**config.mk**
```make
export PLATFORM = sky130hd
export DESIGN_NAME = nts_ctrl
export DESIGN_NICKNAME = d
export VERILOG_FILES = /design/src/rtl/nts_pkg.sv /design/src/rtl/nts_ctrl.sv
export SDC_FILE = /design/constraint.sdc
export NUM_CORES = 1
export LEC_CHECK = 0
export BUFFER_PORTS_ARGS = -buffer_cell sky130_fd_sc_hd__buf_2
export CAP_MARGIN = 20
export CORE_ASPECT_RATIO = 0.9
export CORE_MARGIN = 2
export CORE_UTILIZATION = 35
export CTS_CLUSTER_DIAMETER = 60
export CTS_CLUSTER_SIZE = 8
export DETAILED_ROUTE_END_ITERATION = 12
export PLACE_DENSITY = 0.55
export SYNTH_ARGS = -nofsm -noshare
export SYNTH_HDL_FRONTEND = slang
export SYNTH_SLANG_ARGS = --single-unit
```
**constraint.sdc**
```tcl
create_clock -name clk_i -period 3.5 [get_ports clk_i]
set_input_delay 0.525 -clock clk_i [delete_from_list [all_inputs] [get_ports clk_i]]
set_output_delay 0.525 -clock clk_i [all_outputs]
set_load 0.01 [all_outputs]
```
**src/rtl/nts_pkg.sv**
```systemverilog
// ----------------------------------------------------------------------------
// nts_pkg
// Shared types and constants for the nearest trimmed segment goal search.
// ----------------------------------------------------------------------------
`default_nettype none

package nts_pkg;

  localparam int MAX_LINES_DEF  = 16;
  localparam int T_FRAC_DEF     = 16;

  localparam logic [15:0] TRIM_RESET = 16'd600;
  localparam logic [24:0] DIST_MAX   = 25'd23726566;

  localparam int COORD_W   = 24;
  localparam int GOAL_W    = 3 * COORD_W;
  localparam int SEG_W     = 4 * COORD_W;
  localparam int MUL_W     = 28;
  localparam int PROD_W    = 2 * MUL_W;
  localparam int SQ_ITERS  = PROD_W / 2;
  localparam int DIV_N_W   = 50;

  localparam logic CMD_ADD   = 1'b0;
  localparam logic CMD_QUERY = 1'b1;

  localparam logic [2:0] ST_ADDED    = 3'd0;
  localparam logic [2:0] ST_REPLACED = 3'd1;
  localparam logic [2:0] ST_DROPPED  = 3'd2;
  localparam logic [2:0] ST_ANSWERED = 3'd3;
  localparam logic [2:0] ST_EMPTY    = 3'd4;

  typedef enum logic [5:0] {
    S_IDLE, S_ADD_RD, S_ADD_CMP, S_ADD_WR,
    S_Q_RD, S_Q_LATCH, S_SQ_DX, S_SQ_DY, S_L_INIT, S_L_STEP, S_K,
    S_MUL_DXK, S_DIVX_INIT, S_DIVX_STEP, S_VX,
    S_MUL_DYK, S_DIVY_INIT, S_DIVY_STEP, S_VY,
    S_MUL_VXVX, S_MUL_VYVY, S_MUL_APXVX, S_MUL_APYVY, S_N,
    S_T, S_FDIV_STEP, S_T_SET,
    S_MUL_VXT, S_MUL_VYT, S_R, S_MUL_RXRX, S_MUL_RYRY, S_S,
    S_D_INIT, S_D_STEP, S_G_RD, S_G_LATCH, S_OUT
  } state_e;

  typedef enum logic [4:0] {
    OP_NONE, OP_CAPTURE, OP_ADD_RD, OP_ADD_CMP, OP_ADD_WR,
    OP_Q_RD, OP_Q_LATCH, OP_SQ_DX, OP_SQ_DY, OP_L_INIT, OP_SQRT_STEP, OP_K,
    OP_MUL_DXK, OP_MUL_DYK, OP_DIV_INIT, OP_DIV_STEP, OP_VX, OP_VY,
    OP_MUL_VXVX, OP_MUL_VYVY, OP_MUL_APXVX, OP_MUL_APYVY, OP_N,
    OP_T, OP_T_SET, OP_MUL_VXT, OP_MUL_VYT, OP_R,
    OP_MUL_RXRX, OP_MUL_RYRY, OP_S, OP_D_INIT
  } dp_op_e;

  typedef struct packed {
    dp_op_e op;
    logic   rd_best;
  } dp_cmd_t;

  typedef struct packed {
    logic cnt_zero;
    logic full;
    logic last;
    logic match;
    logic lzero;
    logic tdiv;
    logic iter_done;
  } dp_stat_t;

endpackage

`default_nettype wire

```
**src/rtl/nts_ctrl.sv**
```systemverilog
// ----------------------------------------------------------------------------
// nts_ctrl
// Sequencer that steps the datapath through table updates and line scans.
// ----------------------------------------------------------------------------
`default_nettype none

module nts_ctrl (
  input  wire logic              clk_i,
  input  wire logic              rst_ni,
  input  wire logic              in_valid_i,
  input  wire logic              command_i,
  input  wire logic              out_stall_i,
  input  wire nts_pkg::dp_stat_t stat_i,
  output nts_pkg::dp_cmd_t       cmd_o,
  output logic                   in_stall_o,
  output logic                   out_valid_o
);
  import nts_pkg::*;

  state_e state_q, state_d;

  always_ff @(posedge clk_i or negedge rst_ni) begin
    if (!rst_ni) begin
      state_q <= S_IDLE;
    end else begin
      state_q <= state_d;
    end
  end

  always_comb begin
    state_d = state_q;
    case (state_q)
      S_IDLE: begin
        if (in_valid_i) begin
          if (command_i == CMD_QUERY) begin
            state_d = stat_i.cnt_zero ? S_OUT : S_Q_RD;
          end else begin
            state_d = stat_i.cnt_zero ? S_ADD_WR : S_ADD_RD;
          end
        end
      end
      S_ADD_RD:    state_d = S_ADD_CMP;
      S_ADD_CMP: begin
        if (stat_i.match) begin
          state_d = S_ADD_WR;
        end else if (stat_i.last) begin
          state_d = stat_i.full ? S_OUT : S_ADD_WR;
        end else begin
          state_d = S_ADD_RD;
        end
      end
      S_ADD_WR:    state_d = S_OUT;
      S_Q_RD:      state_d = S_Q_LATCH;
      S_Q_LATCH:   state_d = S_SQ_DX;
      S_SQ_DX:     state_d = S_SQ_DY;
      S_SQ_DY:     state_d = S_L_INIT;
      S_L_INIT:    state_d = S_L_STEP;
      S_L_STEP:    state_d = stat_i.iter_done ? S_K : S_L_STEP;
      S_K:         state_d = stat_i.lzero ? S_MUL_VXVX : S_MUL_DXK;
      S_MUL_DXK:   state_d = S_DIVX_INIT;
      S_DIVX_INIT: state_d = S_DIVX_STEP;
      S_DIVX_STEP: state_d = stat_i.iter_done ? S_VX : S_DIVX_STEP;
      S_VX:        state_d = S_MUL_DYK;
      S_MUL_DYK:   state_d = S_DIVY_INIT;
      S_DIVY_INIT: state_d = S_DIVY_STEP;
      S_DIVY_STEP: state_d = stat_i.iter_done ? S_VY : S_DIVY_STEP;
      S_VY:        state_d = S_MUL_VXVX;
      S_MUL_VXVX:  state_d = S_MUL_VYVY;
      S_MUL_VYVY:  state_d = S_MUL_APXVX;
      S_MUL_APXVX: state_d = S_MUL_APYVY;
      S_MUL_APYVY: state_d = S_N;
      S_N:         state_d = S_T;
      S_T:         state_d = stat_i.tdiv ? S_FDIV_STEP : S_MUL_VXT;
      S_FDIV_STEP: state_d = stat_i.iter_done ? S_T_SET : S_FDIV_STEP;
      S_T_SET:     state_d = S_MUL_VXT;
      S_MUL_VXT:   state_d = S_MUL_VYT;
      S_MUL_VYT:   state_d = S_R;
      S_R:         state_d = S_MUL_RXRX;
      S_MUL_RXRX:  state_d = S_MUL_RYRY;
      S_MUL_RYRY:  state_d = S_S;
      S_S:         state_d = stat_i.last ? S_D_INIT : S_Q_RD;
      S_D_INIT:    state_d = S_D_STEP;
      S_D_STEP:    state_d = stat_i.iter_done ? S_G_RD : S_D_STEP;
      S_G_RD:      state_d = S_G_LATCH;
      S_G_LATCH:   state_d = S_OUT;
      S_OUT:       state_d = out_stall_i ? S_OUT : S_IDLE;
      default:     state_d = S_IDLE;
    endcase
  end

  always_comb begin
    cmd_o.op      = OP_NONE;
    cmd_o.rd_best = 1'b0;
    in_stall_o    = 1'b1;
    out_valid_o   = 1'b0;
    case (state_q)
      S_IDLE: begin
        in_stall_o = 1'b0;
        if (in_valid_i) begin
          cmd_o.op = OP_CAPTURE;
        end
      end
      S_ADD_RD:    cmd_o.op = OP_ADD_RD;
      S_ADD_CMP:   cmd_o.op = OP_ADD_CMP;
      S_ADD_WR:    cmd_o.op = OP_ADD_WR;
      S_Q_RD:      cmd_o.op = OP_Q_RD;
      S_Q_LATCH:   cmd_o.op = OP_Q_LATCH;
      S_SQ_DX:     cmd_o.op = OP_SQ_DX;
      S_SQ_DY:     cmd_o.op = OP_SQ_DY;
      S_L_INIT:    cmd_o.op = OP_L_INIT;
      S_L_STEP:    cmd_o.op = OP_SQRT_STEP;
      S_K:         cmd_o.op = OP_K;
      S_MUL_DXK:   cmd_o.op = OP_MUL_DXK;
      S_DIVX_INIT: cmd_o.op = OP_DIV_INIT;
      S_DIVX_STEP: cmd_o.op = OP_DIV_STEP;
      S_VX:        cmd_o.op = OP_VX;
      S_MUL_DYK:   cmd_o.op = OP_MUL_DYK;
      S_DIVY_INIT: cmd_o.op = OP_DIV_INIT;
      S_DIVY_STEP: cmd_o.op = OP_DIV_STEP;
      S_VY:        cmd_o.op = OP_VY;
      S_MUL_VXVX:  cmd_o.op = OP_MUL_VXVX;
      S_MUL_VYVY:  cmd_o.op = OP_MUL_VYVY;
      S_MUL_APXVX: cmd_o.op = OP_MUL_APXVX;
      S_MUL_APYVY: cmd_o.op = OP_MUL_APYVY;
      S_N:         cmd_o.op = OP_N;
      S_T:         cmd_o.op = OP_T;
      S_FDIV_STEP: cmd_o.op = OP_DIV_STEP;
      S_T_SET:     cmd_o.op = OP_T_SET;
      S_MUL_VXT:   cmd_o.op = OP_MUL_VXT;
      S_MUL_VYT:   cmd_o.op = OP_MUL_VYT;
      S_R:         cmd_o.op = OP_R;
      S_MUL_RXRX:  cmd_o.op = OP_MUL_RXRX;
      S_MUL_RYRY:  cmd_o.op = OP_MUL_RYRY;
      S_S:         cmd_o.op = OP_S;
      S_D_INIT:    cmd_o.op = OP_D_INIT;
      S_D_STEP:    cmd_o.op = OP_SQRT_STEP;
      S_G_RD: begin
        cmd_o.op      = OP_NONE;
        cmd_o.rd_best = 1'b1;
      end
      S_G_LATCH: begin
        cmd_o.op      = OP_NONE;
        cmd_o.rd_best = 1'b1;
      end
      S_OUT:       out_valid_o = 1'b1;
      default:     cmd_o.op = OP_NONE;
    endcase
  end

endmodule

`default_nettype wire

```
==> impl_metrics.py <==
metrics = {
    "run_status": {
        "outcome": "complete, no violations",
    },
    "synth": {
        "ys.flop_type": "dfrtp_1",
        "synth_edf_count": 0,
        "yosysSeqAreaShare": 0.133,
        "ys_seq_elements": 6,
        "yosysTopAreaCell": "dfrtp_1",
        "ys_types": 54,
        "synth_xor_area_frac": 0.0233,
        "synth_area_um2": 1130,
        "synth_top_area_frac": 0.133,
        "synth_commonest_cells": "nand2_1, a21oi_1, nor2_1",
        "synth_top_family_by_area": "compound AO/OA/AOI/OAI gates",
        "netlist_top_cells_area": "dfrtp_1, nand2_1, a21oi_1",
        "avgSynthCellArea_um2": 7.10,
        "yosys_warnings": 0,
        "yosys.area_share.simple": 0.338,
        "synth.most_common_cell": "nand2_1",
        "synth-adder-area-share": 0,
        "syn_nets": 171,
        "muxShareOfSynthArea": 0.0277,
        "async_flop_share": 1.00,
        "synth_compound_area_frac": 0.364,
        "syn_inst": 159,
    },
    "clock_network": {
        "cts_buffers": 3,
        "cts_resized": 0,
        "h-tree-depth": 1,
        "clock-sinks": 6,
        "cts_tree": "yes",
        "clk_path_buf_depth": 2,
        "cts_root_buffer": "clkbuf_4",
        "clk_latency_ps": 240,
        "clk_pin_slew_ps": 40,
        "hold_buffers": 0,
        "postCtsSetupBuffers": 0,
    },
    "drt": {
        "drc": 0,
        "drtIter0Drc": 96,
        "vias": 1213,
        "drtAntennaViolNets": 0,
        "finalWirelength_um": 3080,
        "wl_per_cell_um": 14.5,
        "drt_pass1_iterations": 4,
        "via_per_inst": 5.72,
    },
    "power": {
        "power_density_nw_per_um2": 1030,
        "ir_worst_vdd_uv": 322,
        "power_leakage_nw": 0.509,
    },
    "min_path": {
        "hp-class": "input pin to async pin",
    },
    "sta": {
        "max_freq_mhz": 369,
        "worst_clock_skew_ps": 0.0711,
        "period_needed_ps": 2710,
        "grt_setup_unrepaired": "false",
        "finalSetupViolations": 0,
        "min_period_over_period": 0.775,
        "worst_slew_pin_slew_ps": 778,
        "fin_tns_setup_ps": 0,
        "hold_viol": 0,
        "maxSlewViolCount": 0,
        "hold_ws_ps": 102,
        "maxSlewHeadroom": 0.481,
    },
    "floorplanning": {
        "fp.dieH_um": 57.9,
        "ios": 20,
        "start_util": 0.368,
        "core_um2": 3070,
        "die_w_um": 63.9,
        "row_count": 19,
        "die_area_um2": 3700,
    },
    "finish": {
        "finalNetCount": 184,
        "fill_cells": 337,
        "area_growth_pct": 8.98,
        "fin_area_um2": 1230,
        "drive_gt1_frac": 0.229,
        "regMostFlops": "state_q",
        "top_regs": "state_q: 6 flops",
        "multi_input_area_um2": 850,
        "regArea_um2": 150,
        "largest_reg_flops": 6,
        "diodes": 0,
    },
    "critical_path": {
        "critPathMaxFanout": 27,
        "critPathBufInv": 1,
        "slowest_delay_ps": 840,
        "crit_slowest_cell": "dfrtp_1",
        "startpoint_type": "flop",
        "path_cells": "nand2_1 > mux2_2 > o22ai_1 > a21oi_1 > o21ai_1 > buf_2",
        "worstPathArrival_ps": 2190,
        "required_ps": 2970,
        "end_kind": "output port",
        "crit_family": "flip-flops",
        "crit_type": "flop to output port",
    },
    "placed_design": {
        "dp_hpwl_um": 2310,
        "postPlaceCellArea_um2": 1210,
        "portBuffers": 19,
        "gp_congestion": 0.882,
    },
    "global_routing": {
        "grt_use_total": 0.178,
        "grt_pass1_wl_um": 5310,
        "grt_pass1_vias": 1115,
        "overflow": 0,
        "grt_max_degree": 28,
        "antenna_found_initial": 0,
    },
    "run": {
        "max_cap_viol_count": 0,
    },
}
==> worst paths after layout <==
check | slack (ps) | from | endpoint | cells past startpoint
max | 790 | state_q[0] | cmd_o[3] | 6
min | 100 | rst_ni | state_q[2] | 1
max reg2reg | 1430 | state_q[0] | state_q[2] | 5
min reg2reg | 790 | state_q[3] | state_q[4] | 2
max in group asynchronous | 3260 | rst_ni | state_q[4] | 1
min in group clk_i | 650 | stat_i[0] | state_q[0] | 3
==> where the power goes <==
group	internal [mW]	switching [mW]
registers	0.102	0.156
clock network	0.0385	0.0214
logic	0.433	0.522
==> logic make-up (layout without fill, tap and decap cells) <==
kind of cell | after synthesis | after routing
xor gates and xnor gates | 3 | 3
DFF | 6 | 6
muxes | 3 | 3
and+or+nand+nor | 64 | 64
buffers and inverters | 22 | 33
AOI/OAI and AO/OA | 61 | 61
==> routing by layer <==
| metal | vias up | routed length, µm | GRT usage |
|---|---|---|---|
| met5 | - | 0 | 0 |
| met1 | 565 | 1530 | 0.263 |
| li1 | 612 | - | - |
| met3 | 4 | 128 | 0.0252 |
| met2 | 32 | 1390 | 0.275 |
| met4 | 0 | 29 | 0.0373 |
==> final cells by class <==
| class | count | area share |
|---|---|---|
| inverters | 6 | 0.0183 |
| repair buffers | 24 | 0.108 |
| clock buffers | 3 | 0.0183 |
| flip-flops and latches | 6 | 0.122 |
| well taps | 42 | 0.0427 |
| multi-input cells | 131 | 0.691 |
==> per-stage QoR <==
stage,utilization,cells,setup WS (ps),power [mW]
after floorplan,-,159,1630,1.05
after global placement,0.394,209,1050,1.21
after detailed placement,0.394,209,1060,1.21
after CTS,0.401,212,785,1.28
after global routing,0.401,212,634,1.40
final,0.401,212,787,1.27
==> cells in the final DEF, fill, tap and decap left out, drive strengths merged, types with 3 or more instances in the layout <==
cell type  instances
nor2              11
inv                6
buf               24
clkbuf             3
or3                4
or2                3
and3               3
o22ai              6
nor2b              6
a31oi              6
nand2b             4
dfrtp              6
o21ai             15
and2b              3
nand2             17
a211oi             3
a21oi             12
No activity file was read; power rests on OpenSTA's default activity.
